--- config.mk ---
export PLATFORM = sky130hd
export DESIGN_NAME = calendar_clock_cascade_core
export DESIGN_NICKNAME = d
export VERILOG_FILES = /design/src/design/ccc_pkg.sv /design/src/design/ccc_step.sv /design/src/design/calendar_clock_cascade_core.sv
export VERILOG_INCLUDE_DIRS = /design/src /design/src/design
export SDC_FILE = /design/constraint.sdc
export NUM_CORES = 1
export LEC_CHECK = 0
export BUFFER_PORTS_ARGS = -buffer_cell sky130_fd_sc_hd__clkbuf_2
export CORE_MARGIN = 4
export CORE_UTILIZATION = 55
export CTS_BUF_LIST = sky130_fd_sc_hd__clkbuf_8
export CTS_CLUSTER_DIAMETER = 120
export DETAILED_ROUTE_END_ITERATION = 8
export HOLD_SLACK_MARGIN = 0.03
export PLACE_DENSITY = 0.88
export SKIP_CTS_REPAIR_TIMING = 1
export SYNTH_ARGS = -nofsm -noshare
export SYNTH_HDL_FRONTEND = slang
export SYNTH_SLANG_ARGS = --single-unit
--- constraint.sdc ---
create_clock -name clk -period 5.5 [get_ports clk]
set_clock_uncertainty 0.1 [all_clocks]
set_input_delay 0.55 -clock clk [delete_from_list [all_inputs] [get_ports clk]]
set_output_delay 0.55 -clock clk [all_outputs]
set_load 0.1 [all_outputs]
--- src/design/assert_macros.svh ---
// Assertion macros shared by the calendar clock RTL.
`ifndef ASSERT_MACROS_SVH
`define ASSERT_MACROS_SVH
`ifndef SYNTHESIS
// Same-cycle implication, sampled on clk, quiet while rst_n is low.
`define CCC_ASSERT_IMP(lbl, ante, cons, msg) \
  lbl: assert property (@(posedge clk) disable iff (!rst_n) (ante) |-> (cons)) \
    else $error(msg);
// Next-cycle implication, sampled on clk, quiet while rst_n is low.
`define CCC_ASSERT_NXT(lbl, ante, cons, msg) \
  lbl: assert property (@(posedge clk) disable iff (!rst_n) (ante) |=> (cons)) \
    else $error(msg);
`else
`define CCC_ASSERT_IMP(lbl, ante, cons, msg)
`define CCC_ASSERT_NXT(lbl, ante, cons, msg)
`endif
`endif

--- src/design/ccc_pkg.sv ---
// Types and constants of the calendar clock cascade.
package ccc_pkg;

  typedef enum logic [1:0] {
    FN_USEC = 2'd0,
    FN_MSEC = 2'd1,
    FN_ADD  = 2'd2,
    FN_NONE = 2'd3
  } func_t;

  // Counter at which a single increment enters the cascade.
  typedef enum logic [1:0] {
    LV_USEC,
    LV_MSEC,
    LV_SEC
  } level_t;

  typedef enum logic [1:0] {
    S_IDLE,
    S_RUN,
    S_EMIT
  } state_t;

  // Full calendar, plus residues of year and century kept alongside so that
  // the leap and carry tests need no division.
  typedef struct packed {
    logic [9:0]  usec;
    logic [9:0]  msec;
    logic [5:0]  sec;
    logic [5:0]  minute;
    logic [4:0]  hour;
    logic [4:0]  day;
    logic [3:0]  month;
    logic [15:0] year;
    logic [15:0] century;
    logic [15:0] millennium;
    logic [1:0]  year_m4;
    logic [6:0]  year_m100;
    logic [8:0]  year_m400;
    logic [3:0]  cent_m10;
  } cal_t;

  localparam logic [9:0]  USEC_TOP  = 10'd999;
  localparam logic [9:0]  MSEC_TOP  = 10'd999;
  localparam logic [5:0]  SEC_TOP   = 6'd59;
  localparam logic [5:0]  MIN_TOP   = 6'd59;
  localparam logic [4:0]  HOUR_TOP  = 5'd23;
  localparam logic [3:0]  MONTH_TOP = 4'd12;
  localparam logic [4:0]  FEB_DAYS  = 5'd28;
  localparam logic [4:0]  LEAP_FEB  = 5'd29;
  localparam logic [4:0]  SHORT_MON = 5'd30;
  localparam logic [4:0]  LONG_MON  = 5'd31;
  localparam logic [15:0] CNT_TOP   = 16'hFFFF;
  localparam logic [6:0]  M100_TOP  = 7'd99;
  localparam logic [8:0]  M400_TOP  = 9'd399;
  localparam logic [3:0]  M10_TOP   = 4'd9;
  localparam logic [16:0] MS_PER_S  = 17'd1000;

  localparam cal_t CAL_START = '{
    usec: 10'd0, msec: 10'd0, sec: 6'd0, minute: 6'd11, hour: 5'd12,
    day: 5'd22, month: 4'd9, year: 16'd17, century: 16'd20,
    millennium: 16'd0, year_m4: 2'd1, year_m100: 7'd17, year_m400: 9'd17,
    cent_m10: 4'd0
  };

endpackage

--- src/design/ccc_step.sv ---
// Shared cascade unit: one increment of the calendar at a chosen counter.
module ccc_step (
  input  ccc_pkg::cal_t   cur,
  input  ccc_pkg::level_t lvl,
  output ccc_pkg::cal_t   nxt
);
  import ccc_pkg::*;

  always_comb begin
    logic       carry_ms;
    logic       carry_s;
    logic       carry_min;
    logic       carry_h;
    logic       carry_d;
    logic       carry_mo;
    logic       carry_y;
    logic       carry_c;
    logic       leap;
    logic [4:0] last_day;

    nxt       = cur;
    carry_ms  = (lvl == LV_MSEC);
    carry_s   = (lvl == LV_SEC);
    carry_min = 1'b0;
    carry_h   = 1'b0;
    carry_d   = 1'b0;
    carry_mo  = 1'b0;
    carry_y   = 1'b0;
    carry_c   = 1'b0;

    if (lvl == LV_USEC) begin
      if (cur.usec >= USEC_TOP) begin
        nxt.usec = '0;
        carry_ms = 1'b1;
      end else begin
        nxt.usec = cur.usec + 10'd1;
      end
    end

    if (carry_ms) begin
      if (cur.msec >= MSEC_TOP) begin
        nxt.msec = '0;
        carry_s  = 1'b1;
      end else begin
        nxt.msec = cur.msec + 10'd1;
      end
    end

    if (carry_s) begin
      if (cur.sec >= SEC_TOP) begin
        nxt.sec   = '0;
        carry_min = 1'b1;
      end else begin
        nxt.sec = cur.sec + 6'd1;
      end
    end

    if (carry_min) begin
      if (cur.minute >= MIN_TOP) begin
        nxt.minute = '0;
        carry_h    = 1'b1;
      end else begin
        nxt.minute = cur.minute + 6'd1;
      end
    end

    if (carry_h) begin
      if (cur.hour >= HOUR_TOP) begin
        nxt.hour = '0;
        carry_d  = 1'b1;
      end else begin
        nxt.hour = cur.hour + 5'd1;
      end
    end

    // Leap test on the year counter as it stands, through its residues.
    leap = ((cur.year_m4 == 2'd0) && (cur.year_m100 != 7'd0)) ||
           (cur.year_m400 == 9'd0);
    case (cur.month) inside
      4'd2:                   last_day = leap ? LEAP_FEB : FEB_DAYS;
      4'd4, 4'd6, 4'd9, 4'd11: last_day = SHORT_MON;
      default:                last_day = LONG_MON;
    endcase

    if (carry_d) begin
      if (cur.day >= last_day) begin
        nxt.day  = 5'd1;
        carry_mo = 1'b1;
      end else begin
        nxt.day = cur.day + 5'd1;
      end
    end

    if (carry_mo) begin
      if (cur.month >= MONTH_TOP) begin
        nxt.month = 4'd1;
        carry_y   = 1'b1;
      end else begin
        nxt.month = cur.month + 4'd1;
      end
    end

    // Year, century and millennium saturate; residues freeze with them.
    if (carry_y && (cur.year != CNT_TOP)) begin
      nxt.year      = cur.year + 16'd1;
      nxt.year_m4   = cur.year_m4 + 2'd1;
      nxt.year_m100 = (cur.year_m100 == M100_TOP) ? 7'd0 : cur.year_m100 + 7'd1;
      nxt.year_m400 = (cur.year_m400 == M400_TOP) ? 9'd0 : cur.year_m400 + 9'd1;
      carry_c       = (cur.year_m100 == M100_TOP);
    end

    if (carry_c && (cur.century != CNT_TOP)) begin
      nxt.century  = cur.century + 16'd1;
      nxt.cent_m10 = (cur.cent_m10 == M10_TOP) ? 4'd0 : cur.cent_m10 + 4'd1;
      if ((cur.cent_m10 == M10_TOP) && (cur.millennium != CNT_TOP)) begin
        nxt.millennium = cur.millennium + 16'd1;
      end
    end
  end

endmodule

--- src/design/calendar_clock_cascade_core.sv ---
// Top level of the calendar clock cascade: sequencer, state and output register.
//
//  Channel  | Ports                   | Contents
//  ---------+-------------------------+------------------------------------------
//  input    | in_tvalid/tready/tdata  | tdata: ms_amount; tuser: func
//  result   | out_tvalid/tready/tdata | tdata: every calendar field, 96 bits
//
// An add request carries N whole seconds, N from 0 to 66, and the shared
// cascade unit applies one second per cycle until they are all folded in.
// Reset loads the fixed start date and empties the result register.
// A result waiting on out_tready does not block the next input transfer; only
// the load of the following result waits for the register to drain.
`include "assert_macros.svh"

module calendar_clock_cascade_core (
  input  logic        clk,
  input  logic        rst_n,
  input  logic        in_tvalid,
  output logic        in_tready,
  input  logic [15:0] in_tdata,   // [15:0] ms_amount
  input  logic [1:0]  in_tuser,   // [1:0] func
  output logic        out_tvalid,
  input  logic        out_tready,
  // [9:0] usec_now, [19:10] msec_now, [25:20] sec_now, [31:26] min_now,
  // [36:32] hour_now, [41:37] day_now, [45:42] month_now, [61:46] year_now,
  // [77:62] century_now, [93:78] millennium_now, [95:94] zero
  output logic [95:0] out_tdata
);
  import ccc_pkg::*;

  state_t      state_r, state_nxt;
  cal_t        cal_r, cal_nxt;
  cal_t        out_cal_r, out_cal_nxt;
  logic        out_valid_r, out_valid_nxt;
  func_t       func_r, func_nxt;
  // Milliseconds still to fold: whole seconds are stripped one per cycle.
  logic [16:0] rem_r, rem_nxt;
  level_t      step_lvl;
  cal_t        step_cal;

  ccc_step u_step (
    .cur (cal_r),
    .lvl (step_lvl),
    .nxt (step_cal)
  );

  always_ff @(posedge clk) begin
    if (!rst_n) begin
      state_r <= S_IDLE;
    end else begin
      state_r <= state_nxt;
    end
  end

  always_ff @(posedge clk) begin
    if (!rst_n) begin
      cal_r       <= CAL_START;
      out_valid_r <= 1'b0;
    end else begin
      cal_r       <= cal_nxt;
      out_valid_r <= out_valid_nxt;
    end
  end

  // Payload registers.
  always_ff @(posedge clk) begin
    out_cal_r <= out_cal_nxt;
    func_r    <= func_nxt;
    rem_r     <= rem_nxt;
  end

  always_comb begin
    state_nxt     = state_r;
    cal_nxt       = cal_r;
    rem_nxt       = rem_r;
    func_nxt      = func_r;
    out_cal_nxt   = out_cal_r;
    out_valid_nxt = out_valid_r;
    step_lvl      = LV_SEC;

    if (out_valid_r && out_tready) begin
      out_valid_nxt = 1'b0;
    end

    case (state_r)
      S_IDLE: begin
        if (in_tvalid) begin
          func_nxt  = func_t'(in_tuser);
          rem_nxt   = {7'd0, cal_r.msec} + {1'b0, in_tdata};
          state_nxt = S_RUN;
        end
      end
      S_RUN: begin
        case (func_r)
          FN_USEC: begin
            step_lvl  = LV_USEC;
            cal_nxt   = step_cal;
            state_nxt = S_EMIT;
          end
          FN_MSEC: begin
            step_lvl  = LV_MSEC;
            cal_nxt   = step_cal;
            state_nxt = S_EMIT;
          end
          FN_ADD: begin
            if (rem_r >= MS_PER_S) begin
              cal_nxt = step_cal;
              rem_nxt = rem_r - MS_PER_S;
            end else begin
              cal_nxt.msec = rem_r[9:0];
              state_nxt    = S_EMIT;
            end
          end
          default: begin
            // Unused function code: report the calendar unchanged.
            state_nxt = S_EMIT;
          end
        endcase
      end
      S_EMIT: begin
        if (!out_valid_r || out_tready) begin
          out_valid_nxt = 1'b1;
          out_cal_nxt   = cal_r;
          state_nxt     = S_IDLE;
        end
      end
      default: begin
        state_nxt = S_IDLE;
      end
    endcase
  end

  assign in_tready  = (state_r == S_IDLE);
  assign out_tvalid = out_valid_r;
  assign out_tdata  = {2'b00, out_cal_r.millennium, out_cal_r.century, out_cal_r.year,
                       out_cal_r.month, out_cal_r.day, out_cal_r.hour, out_cal_r.minute,
                       out_cal_r.sec, out_cal_r.msec, out_cal_r.usec};

  // A presented result always carries its usec to hour fields within their ranges.
  `CCC_ASSERT_IMP(a_out_range, out_valid_r, (out_cal_r.usec < 10'd1000) && (out_cal_r.msec < 10'd1000) && (out_cal_r.sec < 6'd60) && (out_cal_r.minute < 6'd60) && (out_cal_r.hour < 5'd24), "result field out of range")
  // Day never falls to zero and month stays within 1 to 12.
  `CCC_ASSERT_IMP(a_date_range, 1'b1, (cal_r.day != 5'd0) && (cal_r.month != 4'd0) && (cal_r.month <= MONTH_TOP), "day or month out of range")
  // Each add step strips exactly one second of milliseconds.
  `CCC_ASSERT_NXT(a_add_step, (state_r == S_RUN) && (func_r == FN_ADD) && (rem_r >= MS_PER_S), (state_r == S_RUN) && (rem_r == $past(rem_r) - MS_PER_S), "add step lost milliseconds")
  // An input transfer always starts a run.
  `CCC_ASSERT_NXT(a_accept_run, in_tvalid && in_tready, state_r == S_RUN, "transfer did not start a run")

endmodule

==> summary.txt <==
Final layout
  – Nets: 1,219
  – Share of layout cells above drive strength 1: 0.168
  – ANT cells: 0
  – FILL cells: around 1,500
  – Synthesis-to-finish area growth: 13.2%

Clocking
  – CTS H-tree lvls: 2
  – Clock sinks: ~230
  – Clock Latency Late Sink: 0.52 ns
  – Clk buf depth: 3
  – Clock transition at path regs: 0.06 ns
  – Root Buffer: clkbuf_8
  – CTS tree: done
  – TritonCTS buffer count: 38

Synthesis
  – Post-synth top flop: dfxtp_1
  – Top post-synthesis cells by area: edfxtp_1, dfxtp_1, a21oi_1
  – Synth Warn #: 0
  – Async S/R FF share, synth: 0
  – Unique masters post-synth: 86
  – Post-synth EDFFs: 113
  – Syn Std Cell Area: 11,000 um2
  – Sequential fraction of the synthesis area: 0.526
  – Yosys reg bits: approximately 230
  – Share of the synthesized area in the top cell type: 0.309
  – Synth area leader: edfxtp_1
  – Synth Instances: 1,057
  – Synthesized area per cell: 10.4 um2

STA
  – Worst slew margin: 0.233
  – Final Hold Viols: 0
  – Final setup vio count: 0
  – Minimum clock period: roughly 3.6 ns
  – Fmax: between 0.2 and 0.3 GHz
  – RSZ-0062 raised after global routing: false
  – Fin. max-slew vios: 0
  – Hold_ws: 0.124 ns
  – Final period utilization: 0.648
  – Worst Tran Pin Value: 1.14 ns
  – Post-Route Setup TNS: 0 ns

Global route
  – Vias in the first global route: 8,112
  – Initial antenna violation count: 0
  – Total grt overflow: 0
  – All-Layer GR Usage: 0.204
  – Global-route wire length before repair: 38,100 um
  – Largest net degree at the start of global routing: 66

Placed design
  – PortBufs: 117
  – Post-DP HPWL: 15,500 um
  – Gp weighted congestion: 0.852

Setup path
  – Critical path class: reg2reg
  – Worst path most repeated cell: a21oi_1
  – Setup crit start kind: register
  – Critical path fanouts, max: 50
  – Cells along the critical path: inv_1, ha_1, nor3b_1, a21oi_1, ha_1, nand2b_1, a21oi_1, nor4b_4, nand4_4, buf_4, or4_1, a21oi_1
  – CP Capture Type: register
  – Arrival time at the worst endpoint: ~3.9 ns
  – Data required, critical path: 5.84 ns
  – CP max-delay cell: or4_1
  – Reg2Reg Setup Slack: a little under 2 ns
  – Slowest stage delay, CP: 0.55 ns

Routing
  – Drt first-iter violations: 663
  – DRC Markers: 0
  – Routed Antenna Nets: 0
  – Routed wire length: 23,200 um
  – Via density: 5.98
  – Avg WL per Cell: 15.9 um
  – Routed vias: between 8,000 and 9,000
  – Drt pass-1 iters: 5

Floorplan
  – Die area: 22,300 um2
  – Die width: between 100 and 150 um
  – Chip Height: 149 um
  – Initial Utilization: 0.563
  – Rows: 51
  – Core Box Area: 19,500 um2
  – Total I/O pin count: between 100 and 150

Power
  – Leakage: 0.00450 uW
  – Peak supply drop: 0.166 mV
  – Power per cell area: 289 nW/um2

Flow run
  – Max-cap violations: 0

Outcome
  – Status: finished, final reports clean

Worst hold path
  – Class of the worst hold path: in2reg
-- critical path, delay by kind of cell (launching register included) --
| kind | cells | cell delay [ns] |
|---|---|---|
| flip-flops | 1 | 0.35 |
| AO/OA/AOI/OAI | 3 | 0.43 |
| adder cells (fa/ha/maj) | 2 | 0.45 |
| buffers and inverters | 2 | 0.53 |
| AND/OR/NAND/NOR | 5 | 1.61 |
-- per-stage QoR --
stage          cells  setup WS (ns)  area [um2]  power [uW]   util
2_1_floorplan   1058           1.59       11000        2130      -
3_3_place_gp    1390           2.12       11700        2170  0.599
3_5_place_dp    1390           1.97       11700        2180  0.599
4_1_cts         1460           1.95       12400        3640  0.637
5_1_grt         1460           1.68       12400        3740  0.637
6_report        1460           1.94       12400        3600  0.637
-- synthesized netlist by cell type (6+ instances only) --
| library cell | instances |
|---|---|
| nand2b_1 | 23 |
| nor3_1 | 25 |
| xnor2_1 | 9 |
| or4_1 | 30 |
| buf_2 | 8 |
| mux2i_1 | 18 |
| a211oi_1 | 7 |
| o21ai_0 | 57 |
| buf_4 | 6 |
| and4_1 | 10 |
| nor2_1 | 51 |
| dfxtp_1 | 119 |
| o21a_1 | 6 |
| xor2_1 | 9 |
| and2_1 | 21 |
| o211ai_1 | 7 |
| clkbuf_1 | 38 |
| edfxtp_1 | 113 |
| o311ai_0 | 9 |
| ha_1 | 31 |
| nand4b_1 | 6 |
| o41ai_1 | 7 |
| nand2_1 | 73 |
| a21oi_1 | 82 |
| or3_1 | 17 |
| nor4_1 | 6 |
| nand3_1 | 53 |
| a41oi_1 | 6 |
| o31ai_1 | 37 |
| inv_1 | 28 |
| nand4_1 | 27 |
| and3_1 | 22 |
-- per-layer routing --
metal | global-route usage | up-vias | routed length, um
met4 | 0.0572 | 0 | 342
met5 | 0 | - | 0
met2 | 0.350 | 289 | 11400
met3 | 0.0380 | 38 | 1280
li1 | - | 4272 | -
met1 | 0.265 | 4131 | 10200
-- cell families after synthesis --
logic type      count (synthesis)  synth area share
xor+xnor                       18            0.0144
fa+ha+maj                      32            0.0371
compound gates                273             0.165
other cells                     1          0.000341
buf+inv                        88            0.0370
flops                         232             0.526
mux                            19            0.0174
simple gates                  394             0.203
-- cells in the final DEF, fill, tap and decap left out, types with 5 or more instances in the layout --
master and instances:
dfxtp_1 119, a31oi_1 5, clkbuf_2 117, inv_1 42, o211ai_1 7, nor3_1 25, nand2_1 73, and4_1 10
nand3_1 53, clkbuf_8 43, mux2i_1 18, nand3b_1 5, and3_1 22, nand4b_1 6, o41ai_1 7, o21a_1 6
or4_1 30, a211oi_1 7, or3_1 17, and2_1 21, nor4_1 6, clkinv_1 9, a41oi_1 6, nand2b_1 23
xnor2_1 9, a21oi_1 82, nor2_1 51, nand4_1 27, o21ai_0 57, ha_1 31, edfxtp_1 113, o311ai_0 9
xor2_1 9, o31ai_1 37, buf_4 9
-- final timing paths --
check	start	endpoint	cells after the start
max	cal_r[70]$_SDFFE_PN1P_	cal_r[29]$_SDFFE_PN0P_	12
min	in_tuser[1]	func_r[1]$_DFFE_PP_	1
max reg2reg	cal_r[70]$_SDFFE_PN1P_	cal_r[29]$_SDFFE_PN0P_	12
min reg2reg	cal_r[21]$_SDFFE_PN0P_	cal_r[21]$_SDFFE_PN0P_	2
-- state kept, by name (all words and copies together) (netlist names) --
signal      flops
cal_r         116
func_r          2
out_tdata      94
out_tvalid      1
rem_r          17
state_r         2
-- power by group --
group | switching [uW] | leakage (uW) | internal [uW] | total (uW)
Sequential | 26.4 | 0.00200 | 1840 | 1870
Clock | 649 | 0.000434 | 808 | 1460
Combinational | 217 | 0.00207 | 57.3 | 275
-- cell type report --
cell class / count / area (um2) / share of cell area
inverter: 29 / 109 / 0.00875
sequential: 232 / 5780 / 0.464
timing repair buffer: 126 / 653 / 0.0525
tap: 265 / 332 / 0.0267
clock inverter: 27 / 156 / 0.0126
multi-input combinational: 738 / 4820 / 0.388
clock buffer: 43 / 592 / 0.0476
No activity file was read; power rests on OpenSTA's default activity.
